`src/gsal_pkg.sv`:
```
// Shared constants, register indexes and types for the Gaussian shadow alpha lookup.
// Used by gsal_config, gsal_table_mem and gaussian_shadow_alpha_lookup; no dependencies.
package gsal_pkg;

    // Default kernel table dimension (rows and columns).
    localparam int MAX_KERNEL_DIM_DEFAULT = 65;

    // Field widths.
    localparam int TABLE_W    = 17;
    localparam int ROW_W      = 7;
    localparam int COL_W      = 7;
    localparam int PIX_W      = 12;
    localparam int ALPHA_W    = 8;
    localparam int OFS_W      = 8;
    localparam int WIN_W      = 13;
    localparam int SIDE_W     = 2;
    localparam int SIZE_W     = 5;
    localparam int CFG_IDX_W  = 3;
    localparam int CFG_DATA_W = 13;
    localparam int S_TDATA_W  = 56;

    // Internal widths. The half span never exceeds 48, so kernel coordinates
    // stay within 0..96 whatever the table dimension.
    localparam int POS_W   = 16;
    localparam int HALF_W  = 6;
    localparam int COORD_W = 7;
    localparam int SD_W    = 5;
    localparam int SUM_W   = 18;
    localparam int PROD_W  = SUM_W + ALPHA_W;

    // Register indexes.
    localparam logic [CFG_IDX_W-1:0] REG_CURRENT_ALPHA = 3'd0;
    localparam logic [CFG_IDX_W-1:0] REG_OFFSET_X      = 3'd1;
    localparam logic [CFG_IDX_W-1:0] REG_OFFSET_Y      = 3'd2;
    localparam logic [CFG_IDX_W-1:0] REG_WINDOW_WIDTH  = 3'd3;
    localparam logic [CFG_IDX_W-1:0] REG_WINDOW_HEIGHT = 3'd4;
    localparam logic [CFG_IDX_W-1:0] REG_SIDE          = 3'd5;
    localparam logic [CFG_IDX_W-1:0] REG_SHADOW_SIZE   = 3'd6;
    localparam logic [CFG_IDX_W-1:0] REG_DRAW_ENABLE   = 3'd7;

    // Shadow strip sides.
    localparam logic [SIDE_W-1:0] SIDE_TOP    = 2'd0;
    localparam logic [SIDE_W-1:0] SIDE_BOTTOM = 2'd1;
    localparam logic [SIDE_W-1:0] SIDE_LEFT   = 2'd2;
    localparam logic [SIDE_W-1:0] SIDE_RIGHT  = 2'd3;

    // Operation codes carried in tuser.
    localparam logic OP_LOAD  = 1'b0;
    localparam logic OP_QUERY = 1'b1;

    // Register reset values.
    localparam logic [ALPHA_W-1:0] ALPHA_RESET    = 8'd168;
    localparam logic [OFS_W-1:0]   OFFSET_X_RESET = 8'd0;
    localparam logic [OFS_W-1:0]   OFFSET_Y_RESET = 8'd2;
    localparam logic [WIN_W-1:0]   WINDOW_RESET   = 13'd1000;
    localparam logic [SIDE_W-1:0]  SIDE_RESET     = SIDE_TOP;
    localparam logic [SIZE_W-1:0]  SIZE_RESET     = 5'd10;

    // Output alpha limits.
    localparam logic [ALPHA_W-1:0] ALPHA_ONE = 8'd1;
    localparam logic [ALPHA_W-1:0] ALPHA_MAX = 8'd255;

    // Derived configuration handed to the pixel pipeline.
    // lbase is the left/top edge before subtracting the pixel coordinate,
    // rbase the right/bottom edge likewise.
    typedef struct packed {
        logic [ALPHA_W-1:0]      alpha;
        logic                    draw_enable;
        logic [HALF_W-1:0]       half;
        logic signed [POS_W-1:0] lbase_x;
        logic signed [POS_W-1:0] rbase_x;
        logic signed [POS_W-1:0] lbase_y;
        logic signed [POS_W-1:0] rbase_y;
    } cfg_t;

endpackage

```
`src/gsal_config.sv`:
```
// Configuration registers and the values derived from them for the pixel pipeline.
// Depends on gsal_pkg.
module gsal_config #(
    parameter int MAX_KERNEL_DIM = gsal_pkg::MAX_KERNEL_DIM_DEFAULT
) (
    input  logic                             clk,
    input  logic                             rst_n,
    input  logic                             cfg_valid,
    output logic                             cfg_ready,
    input  logic [gsal_pkg::CFG_IDX_W-1:0]   cfg_index,
    input  logic [gsal_pkg::CFG_DATA_W-1:0]  cfg_data,
    output gsal_pkg::cfg_t                   cfg
);

    // Largest kernel sigma that still fits the table.
    localparam int SdMax = (MAX_KERNEL_DIM - 1) / 8;
    localparam logic [gsal_pkg::SD_W-1:0] SD_CAP = gsal_pkg::SD_W'(SdMax);

    logic [gsal_pkg::ALPHA_W-1:0] alpha_reg;
    logic [gsal_pkg::OFS_W-1:0]   offset_x_reg;
    logic [gsal_pkg::OFS_W-1:0]   offset_y_reg;
    logic [gsal_pkg::WIN_W-1:0]   window_width_reg;
    logic [gsal_pkg::WIN_W-1:0]   window_height_reg;
    logic [gsal_pkg::SIDE_W-1:0]  side_reg;
    logic [gsal_pkg::SIZE_W-1:0]  shadow_size_reg;
    logic                         draw_enable_reg;

    gsal_pkg::cfg_t cfg_reg;
    gsal_pkg::cfg_t cfg_next;

    logic [8:0]                      size_mul;
    logic [gsal_pkg::SD_W-1:0]       sd_raw;
    logic [gsal_pkg::SD_W-1:0]       sd;
    logic signed [gsal_pkg::POS_W-1:0] win_x;
    logic signed [gsal_pkg::POS_W-1:0] win_y;
    logic signed [gsal_pkg::POS_W-1:0] ofs_x;
    logic signed [gsal_pkg::POS_W-1:0] ofs_y;
    logic signed [gsal_pkg::POS_W-1:0] width_s;
    logic signed [gsal_pkg::POS_W-1:0] height_s;
    logic signed [gsal_pkg::POS_W-1:0] size_s;

    assign cfg_ready = 1'b1;

    // Register writes; the user must write only while the pipeline is idle, unchecked here.
    always_ff @(posedge clk or negedge rst_n)
    begin
        if (!rst_n)
        begin
            alpha_reg         <= gsal_pkg::ALPHA_RESET;
            offset_x_reg      <= gsal_pkg::OFFSET_X_RESET;
            offset_y_reg      <= gsal_pkg::OFFSET_Y_RESET;
            window_width_reg  <= gsal_pkg::WINDOW_RESET;
            window_height_reg <= gsal_pkg::WINDOW_RESET;
            side_reg          <= gsal_pkg::SIDE_RESET;
            shadow_size_reg   <= gsal_pkg::SIZE_RESET;
            draw_enable_reg   <= 1'b1;
        end
        else if (cfg_valid)
        begin
            case (cfg_index)
                gsal_pkg::REG_CURRENT_ALPHA: alpha_reg         <= cfg_data[7:0];
                gsal_pkg::REG_OFFSET_X:      offset_x_reg      <= cfg_data[7:0];
                gsal_pkg::REG_OFFSET_Y:      offset_y_reg      <= cfg_data[7:0];
                gsal_pkg::REG_WINDOW_WIDTH:  window_width_reg  <= cfg_data;
                gsal_pkg::REG_WINDOW_HEIGHT: window_height_reg <= cfg_data;
                gsal_pkg::REG_SIDE:          side_reg          <= cfg_data[1:0];
                gsal_pkg::REG_SHADOW_SIZE:   shadow_size_reg   <= cfg_data[4:0];
                gsal_pkg::REG_DRAW_ENABLE:   draw_enable_reg   <= cfg_data[0];
                default:                     draw_enable_reg   <= draw_enable_reg;
            endcase
        end
    end

    // Kernel half span: sigma = floor(2*size/5) as (size*13)>>5, exact for 5-bit sizes.
    always_comb
    begin
        size_mul = 9'(shadow_size_reg) * 9'd13;
        sd_raw   = gsal_pkg::SD_W'(size_mul[8:5]);
        sd       = (sd_raw > SD_CAP) ? SD_CAP : sd_raw;
    end

    // Window offset per strip side, then the edge bases of the rectangle.
    always_comb
    begin
        width_s  = signed'(gsal_pkg::POS_W'(window_width_reg));
        height_s = signed'(gsal_pkg::POS_W'(window_height_reg));
        size_s   = signed'(gsal_pkg::POS_W'(shadow_size_reg));
        ofs_x    = signed'({{(gsal_pkg::POS_W-gsal_pkg::OFS_W){offset_x_reg[7]}}, offset_x_reg});
        ofs_y    = signed'({{(gsal_pkg::POS_W-gsal_pkg::OFS_W){offset_y_reg[7]}}, offset_y_reg});
        case (side_reg)
            gsal_pkg::SIDE_TOP:
            begin
                win_x = '0;
                win_y = -size_s;
            end
            gsal_pkg::SIDE_BOTTOM:
            begin
                win_x = '0;
                win_y = height_s;
            end
            gsal_pkg::SIDE_LEFT:
            begin
                win_x = -size_s;
                win_y = -size_s;
            end
            default:
            begin
                win_x = width_s;
                win_y = -size_s;
            end
        endcase

        cfg_next.alpha       = alpha_reg;
        cfg_next.draw_enable = draw_enable_reg;
        cfg_next.half        = {sd[3:0], 2'b00};
        cfg_next.lbase_x     = ofs_x - win_x;
        cfg_next.rbase_x     = ofs_x - win_x + width_s - 16'sd1;
        cfg_next.lbase_y     = ofs_y - win_y;
        cfg_next.rbase_y     = ofs_y - win_y + height_s - 16'sd1;
    end

    // Derived values are registered; they follow a register write in the next cycle.
    always_ff @(posedge clk or negedge rst_n)
    begin
        if (!rst_n)
        begin
            cfg_reg <= '0;
        end
        else
        begin
            cfg_reg <= cfg_next;
        end
    end

    assign cfg = cfg_reg;

endmodule

```
`config.mk`:
```
export PLATFORM = sky130hd
export DESIGN_NAME = gsal_config
export DESIGN_NICKNAME = d
export VERILOG_FILES = /design/src/gsal_pkg.sv /design/src/gsal_config.sv
export SDC_FILE = /design/constraint.sdc
export NUM_CORES = 1
export LEC_CHECK = 0
export ABC_AREA = 1
export BUFFER_PORTS_ARGS = -buffer_cell sky130_fd_sc_hd__buf_2
export CAP_MARGIN = 20
export CORE_ASPECT_RATIO = 0.75
export CORE_MARGIN = 2
export CORE_UTILIZATION = 60
export CTS_BUF_LIST = sky130_fd_sc_hd__clkbuf_16
export DETAILED_ROUTE_END_ITERATION = 8
export GPL_ROUTABILITY_DRIVEN = 0
export PLACE_DENSITY = 0.84
export SETUP_SLACK_MARGIN = 0.3
export SLEW_MARGIN = 20
export SYNTH_ARGS = -nofsm -noshare
export SYNTH_HDL_FRONTEND = slang
export SYNTH_SLANG_ARGS = --single-unit
```
`constraint.sdc`:
```
create_clock -name clk -period 5.7 [get_ports clk]
set_input_delay 1.14 -clock clk [delete_from_list [all_inputs] [get_ports clk]]
set_output_delay 1.14 -clock clk [all_outputs]
set_load 0.03 [all_outputs]
```
=== After elaboration in Yosys (flattened, before gate mapping) ===
Index checks and enable logic that the tools add are counted.

* Logic and storage cells: 47
* Register bits after elaboration: 135

* Reduce and logical (&&, ||, !) cells: 11
* Eq/ne operators: 9
* Mux-type cells: 3
* $lt $le $gt $ge: 1
* Add/subtract/negate cells: 7
* Multipliers: 1

{| class="wikitable"
|+ Operators by type and width
! kind !! number
|-
| adder 16 x 14 -> 16 bit || 2
|-
| case mux 16 bit (2 select lines) || 1
|-
| subtractor 16 x 2 -> 16 bit (second input constant) || 2
|-
| subtractor 8 x 16 -> 16 bit || 2
|-
| two-way mux 16 bit || 1
|-
| negation 5 -> 16 bit || 1
|-
| AND reduction 2 bit || 8
|-
| == test 3 bit (second input constant) || 4
|-
| multiplier 5 x 4 -> 9 bit (second input constant) || 1
|-
| == test 3 x 2 -> 1 bit (second input constant) || 2
|-
| greater-than comparator 4 bit (second input constant) || 1
|-
| two-way mux 4 bit || 1
|-
| == test 3 x 1 -> 1 bit (second input constant) || 1
|-
| logical NOT 3 bit || 1
|-
| == test 2 x 1 -> 1 bit (second input constant) || 1
|-
| == test 2 bit (second input constant) || 1
|-
| logical NOT 2 bit || 1
|-
| OR reduction 2 bit || 1
|}

=== Longest topological paths before layout ===
Gate-level depths: netlist of run 1.

* Depth in word-level cells: 6
* Depth in mapped cells: 27
* Gate-level depth less buffers: 27

=== Least setup slack after synthesis of run 1 ===
No wires, ideal clock.

* Path kind: register to register
* From: register shadow_size_reg[3] (netlist bit)
* To: register cfg_reg, in the netlist cfg[15]
* Data arrival time: 3.725 ns
* Required time: 5.583 ns
* Path slack: 1.858 ns
* Clock period less this slack: 3.842 ns
* Stages on the path, launching flop included: 24
* Buffers on the path: 0
* Path through: dfstp_2 inv_1 ha_1 nand2_1 inv_1 ha_1 o21ai_0 ha_1 nand2_1 inv_1 nand2_1 nand3_1 a21oi_1 xnor2_1 inv_1 ha_1 inv_1 ha_1 a21o_1 a21oi_1 nand3_1 a21o_1 nand3_1 nand2_1

{| class="wikitable"
|+ RTL lines
! item !! line !! text
|-
| from (decl) || gsal_config.sv:25 || <nowiki>logic [gsal_pkg::SIZE_W-1:0] shadow_size_reg;</nowiki>
|-
| from (signal assigned) || gsal_config.sv:55 || <nowiki>shadow_size_reg <= gsal_pkg::SIZE_RESET;</nowiki>
|-
| from (signal assigned) || gsal_config.sv:67 || <nowiki>gsal_pkg::REG_SHADOW_SIZE: shadow_size_reg <= cfg_data[4:0];</nowiki>
|-
| to (signal assigned) || gsal_config.sv:131 || <nowiki>cfg_reg <= cfg_next;</nowiki>
|-
| to (decl) || gsal_config.sv:28 || <nowiki>gsal_pkg::cfg_t cfg_reg;</nowiki>
|}

==> results by group, run 1 <==
Outcome
  – Status: finished, final reports clean

Yosys
  – Mux share of post-synthesis cell area: 0%
  – Top cells by area, synth: dfrtp_1 34%, ha_1 15%, nand2_1 10%
  – Commonest cells post-synth: 235 x nand2_1, 211 x inv_1, 116 x dfrtp_1
  – Synth Area in Compound Gates: 11.2%
  – Top cell type's share of synthesized area: 33.6%
  – Post-Synth Simple-Gate Area: 18.0%
  – Synth unique cells: 40
  – Largest family of logic cells by synthesized area: simple AND/OR/NAND/NOR gates
  – Most common cell in the netlist: nand2_1
  – Flops & latches, synth: 135
  – Sequential area share after synthesis: 39.4%
  – Post-synth EDFFs: 0
  – Top FF cell, synth: dfrtp_1
  – Synth warn: 0
  – Cell taking the most area after synthesis: dfrtp_1
  – Post-synthesis xor/xnor area fraction: 5.36%
  – Post-synthesis adder-cell area fraction: 15.8%
  – Asr flop ratio synth: 100%
  – Synth Cell Area: 8640 um^2
  – Cell count after synthesis: 1061
  – Mean Syn Cell Area: 8.15 um^2

Worst setup path
  – Type of origin of the critical path: flop
  – WS Path Type: reg2reg
  – Crit path max fanout: 6
  – Reg2reg setup slack: 1.25 ns
  – Worst EP arrival: 4.76 ns
  – Setup crit end kind: flop
  – Worst path required time: 6.02 ns

Global routing
  – Vias in the first global route: 6795
  – Pin count of the biggest net entering global routing: 90
  – Initial antenna violation count: 0
  – First-pass GRT wire length: 32400 um
  – GRT Residual Overflow: 0
  – Global Route Usage Sum: 27.2%

Floorplan
  – Die footprint: 15400 um^2
  – Total core area: 13900 um^2
  – Die Wd: 143 um
  – Die Ht: 108 um
  – Initial core utilization: 62.2%
  – Row cnt: 37
  – I/O pins: 99

Timing
  – Slew at the pin closest to its max-slew limit: 0.839 ns
  – Hold Vio Cnt, Final: 0
  – Clock skew: 0.00966 ns
  – Fin Hold WS: 0.379 ns
  – Fmax: 0.225 GHz
  – Max-slew violation count: 0
  – RSZ-0062 raised after global routing: no
  – Max-slew headroom: 43.9%
  – Setup TNS: 0 ns
  – Crit path time final: 4.45 ns
  – # setup viols final: 0
  – Fin crit share: 78.0%

CTS
  – # Post-CTS Setup Buffers: 0
  – Clk_lat worst skew: 0.43 ns
  – CTS Buf Count: 17
  – CTS resizes: 0
  – CTS Buffer Depth: 2
  – Clock sink total: 135
  – CTS clk-pin slew, worst paths: 0.06 ns
  – Post-CTS Hold Fix Bufs: 0
  – CTS tree: done
  – Htree depth: 4
  – Clock Root Buffer: clkbuf_16

Cells and area
  – Layout cell share with drive strength beyond 1: 16.6%
  – Final instance area: 9940 um^2
  – Area grow syn2layout: 15.0%
  – Footprint of the multi-input gates: 4360 um^2
  – Antenna fix cells: 0
  – Fillers: 1059
  – Nets: 1290
  – Seq. cell area: 3400 um^2
  – Max reg flops: 77

Worst hold path
  – Worst Hold Class: reg2reg

Routing
  – Wire per inst: 14.5 um
  – Final WL: 19600 um
  – Drt pass-1 iters: 5
  – Vias after detailed routing: 7234
  – DRC: 0
  – DRT antenna net count: 0
  – Detailed-route vias per instance: 5.35
  – DR iter-0 viols: 574

Place
  – IO Port Bufs: 95
  – Placed Area: 9300 um^2
  – Post-DP HPWL: 14800 um

Flow run
  – Max Cap Violations: 0
-- final timing paths --
kind	start	cells past startpoint	end
setup / recovery	shadow_size_reg[3]	24	cfg[15]
hold / removal	alpha_reg[6]	0	cfg[77]
setup reg to reg	shadow_size_reg[3]	24	cfg[15]
hold reg to reg	alpha_reg[6]	0	cfg[77]
max in group asynchronous	rst_n	2	cfg[78]
min in group asynchronous	rst_n	1	cfg[67]
-- routing by layer --
metal,wire [um],global-route usage (%),vias to the layer above
li1,-,-,3546
met1,9010,39.1,3336
met2,8440,41.0,313
met3,1770,6.29,37
met4,335,8.20,2
met5,62,3.29,-
-- kinds of logic after synthesis --
logic type,Yosys count
adder cells (fa/ha/maj),106
XOR/XNOR,52
flip-flops,135
buffers and inverters,232
other,2
AO/OA/AOI/OAI,174
AND/OR/NAND/NOR,360
-- cell usage in the layout, fill, tap and decap left out, drive strengths merged --
| master | count |
|---|---|
| nand2 | 256 |
| inv | 222 |
| dfrtp | 116 |
| ha | 101 |
| buf | 96 |
| o21ai | 87 |
| a21oi | 61 |
| nor2 | 50 |
| nand3 | 40 |
| xor2 | 30 |
| xnor2 | 22 |
| dfstp | 19 |
| clkbuf | 17 |
| o21bai | 8 |
| a21o | 6 |
| clkinv | 6 |
| nand4 | 5 |
| fa | 5 |
| bufinv | 5 |
| nor3 | 5 |
| o22ai | 3 |
| a31oi | 3 |
| conb | 3 |
| a211oi | 2 |
| nand3b | 2 |
| a31o | 2 |
| clkinvlp | 2 |
| o21a | 1 |
| and3 | 1 |
| o211ai | 1 |
| nor3b | 1 |
-- through the flow --
stage                     std cells  setup slack, ns  util [%]
after floorplan                1062             1.86         -
after global placement         1321             1.49      67.0
after detailed placement       1321             1.32      67.0
after CTS                      1353             1.30      71.5
after global routing           1353            0.898      71.5
final                          1353             1.25      71.5
-- critical path: stages, from the launching register on --
cell,delay (ns)
dfstp_2,0.58
inv_1,0.11
ha_1,0.19
nand2_1,0.09
inv_1,0.05
ha_1,0.28
o21ai_0,0.20
ha_1,0.32
nand2_1,0.11
inv_1,0.06
nand2_1,0.06
nand3_1,0.15
a21oi_1,0.29
o21ai_2,0.11
xnor2_1,0.13
ha_1,0.27
inv_1,0.04
ha_1,0.38
nand2_1,0.15
nor2_1,0.21
o21ai_0,0.16
nand3_1,0.19
a21oi_1,0.09
nand3_1,0.09
nand2_1,0.05
-- final cells by class --
class / instances / share of cell area (%)
clock inverter: 15 / 2.14
clock buffer: 17 / 4.28
tap: 175 / 2.20
sequential: 135 / 34.2
timing repair buffer: 96 / 4.92
multi-input combinational: 695 / 43.9
inverter: 220 / 8.34
Power of run 1 is not shown: default switching activity piles up to over one toggle a cycle in this logic, so the estimate is an artifact.
==> inputs of run 2 (changes only) <==
clock period = 4.4 ns   (was 5.7 ns; I/O delays follow)
==> run 2 against run 1 <==
  * Global-route usage grew 0.60 points
  * Clock skew is essentially flat
  * Die area is the same
  * Critical path depth shrank 4
  * Register-to-register slack lost 1.0 ns
  * Via count grew 5.8%
  * Flip-flop and latch count is the same
  * Non-clock buffer count grew 20
  * Final cell count grew 1.5%
  * Worst setup slack lost 1.0 ns
==> results by group, run 2 (synthesis gave the netlist of run 1 again) <==
Outcome
  – Status: finished, final reports clean

Timing
  – Max-slew violation count: 0
  – # setup viols final: 0
  – Slew at the pin closest to its max-slew limit: 0.875 ns
  – Max-slew headroom: 41.5%
  – RSZ-0062 raised after global routing: yes
  – Fin crit share: 94.8%
  – Crit path time final: 4.17 ns
  – Clock skew: 0.00983 ns
  – Fmax: 0.240 GHz
  – Hold Vio Cnt, Final: 0
  – Setup TNS: 0 ns

Cells and area
  – Most common cell after layout, fill and taps aside: nand2_1
  – Nets: 1310
  – Antenna fix cells: 0
  – Layout cell share with drive strength beyond 1: 25.1%
  – Area grow syn2layout: 21.7%
  – Commonest non-fill, non-tap cells in the layout: 222 x nand2_1, 202 x inv_1, 114 x dfrtp_1
  – Max reg flops: 77

Flow run
  – Max Cap Violations: 0

Global routing
  – Initial antenna violation count: 0
  – Global Route Usage Sum: 27.8%
  – First-pass GRT wire length: 33200 um
  – Vias in the first global route: 6931
  – Pin count of the biggest net entering global routing: 111
  – GRT Residual Overflow: 0

CTS
  – Htree depth: 4
  – CTS Buf Count: 17
  – CTS clk-pin slew, worst paths: 0.06 ns
  – Clk_lat worst skew: 0.43 ns
  – Clock Root Buffer: clkbuf_16
  – Post-CTS Hold Fix Bufs: 0
  – Clock sink total: 135
  – CTS Buffer Depth: 2
  – CTS tree: done

Worst setup path
  – Worst path cell trace: inv_2 > nor2_4 > buf_4 > nand2_1 > o21ai_0 > ha_1 > fa_1 > o21bai_1 > xor2_1 > inv_1 > ha_1 > inv_1 > ha_2 > nand3_1 > nand2_1 > a21oi_2 > o21bai_1 > nand2_1 > nand2_1 > xor2_1
  – Critical path's top delay family: adder cells
  – Setup crit end kind: flop
  – Slowest CP cell: fa_1
  – Stages on worst setup path: 20
  – Buffers plus inverters on the worst setup path: 4
  – Reg2reg setup slack: 0.23 ns
  – Reg2reg end: cfg[13]
  – Worst path required time: 4.75 ns
  – WS Path Type: reg2reg
  – CP dominant cell by count: nand2_1
  – Slowest stage delay, CP: 0.46 ns
  – Crit path max fanout: 9
  – CP startpoint: side_reg[0]
  – Type of origin of the critical path: flop
  – R2R depth: 20
  – Worst Setup EP: cfg[13]
  – Worst reg2reg startpoint: side_reg[0]
  – Worst EP arrival: 4.52 ns

Worst hold path
  – Worst Hold Class: reg2reg

Place
  – Post-DP HPWL: 14400 um
  – IO Port Bufs: 95

Floorplan
  – Initial core utilization: 62.2%
  – Die footprint: 15400 um^2
  – Die Wd: 143 um
  – Row cnt: 37
  – I/O pins: 99
  – Die Ht: 108 um
  – Total core area: 13900 um^2

Routing
  – Final WL: 22400 um
  – DRC: 0
  – Wire per inst: 16.3 um
  – DR iter-0 viols: 662
  – Vias after detailed routing: 7651
  – Drt pass-1 iters: 7
  – DRT antenna net count: 0
  – Detailed-route vias per instance: 5.57
run 2: changes by cell type in the layout (fill, tap and decap cells not counted), moves of 8 or more:
cell / change
a21oi_1: -15
inv_1: -11
nand2_2: +13
a21oi_2: +12
ha_1: -23
inv_2: +8
nand2_1: -13
o21ai_0: -8
ha_4: +16
buf_4: +20
run 2: layer usage:
metal / wire (um) / part of all wire, % / track usage (%)
met1: 9830 / 44 / 39.9
met4: 617 / 2.8 / 9.05
met3: 1880 / 8.4 / 6.47
met5: 0 / 0 / 0
met2: 10100 / 45 / 41.9
run 2: worst min path at each step:
stage | cells after the start | startpoint | endpoint
3_3_place_gp | 0 | alpha_reg[2] | cfg[73]
6_report | 0 | alpha_reg[6] | cfg[77]
4_1_cts | 0 | alpha_reg[6] | cfg[77]
2_1_floorplan | 0 | alpha_reg[0] | cfg[71]
3_5_place_dp | 0 | alpha_reg[6] | cfg[77]
5_1_grt | 0 | alpha_reg[6] | cfg[77]
run 2: cell type report:
type / count / area, um^2
Clock buffer: 17 / 425
Sequential cell: 135 / 3400
Fill cell: 909 / 3370
Tap cell: 175 / 219
Clock inverter: 15 / 138
Multi-Input combinational cell: 695 / 4860
Timing Repair Buffer: 116 / 642
Inverter: 220 / 831
run 2: through the flow:
step           cells  util, %  setup WS [ns]  instance area [um^2]  hold slack (ns)
4_1_cts         1356     72.2          0.281                 10000            0.382
3_5_place_dp    1322     67.0         0.0617                  9310            0.367
3_3_place_gp    1322     67.0          0.199                  9310            0.357
6_report        1373     75.7          0.230                 10500            0.378
5_1_grt         1373     75.7          0.135                 10500            0.386
2_1_floorplan   1062        -          0.558                  8650            0.354
run 2: worst register-to-register path: stages, from the launching register on:
cell and delay [ns]:
dfrtp_1 0.41, inv_2 0.14, nor2_4 0.10, buf_4 0.16, nand2_1 0.06, o21ai_0 0.14
ha_1 0.25, fa_1 0.46, o21bai_1 0.31, xor2_1 0.28, inv_1 0.09, ha_1 0.29
inv_1 0.06, ha_2 0.39, nand3_1 0.13, nand2_1 0.15, a21oi_2 0.09, o21bai_1 0.23
nand2_1 0.12, nand2_1 0.09, xor2_1 0.16
run 2: what timing repair did:
item | in CTS | in global routing
setup endpoints to repair | 9 | 17
pin swaps | 4 | 38
endpoints found under the hold margin | 0 | 0
resized for setup | 22 | 88
setup buffers | 2 | 17
Power of run 2 is left out for the same reason.
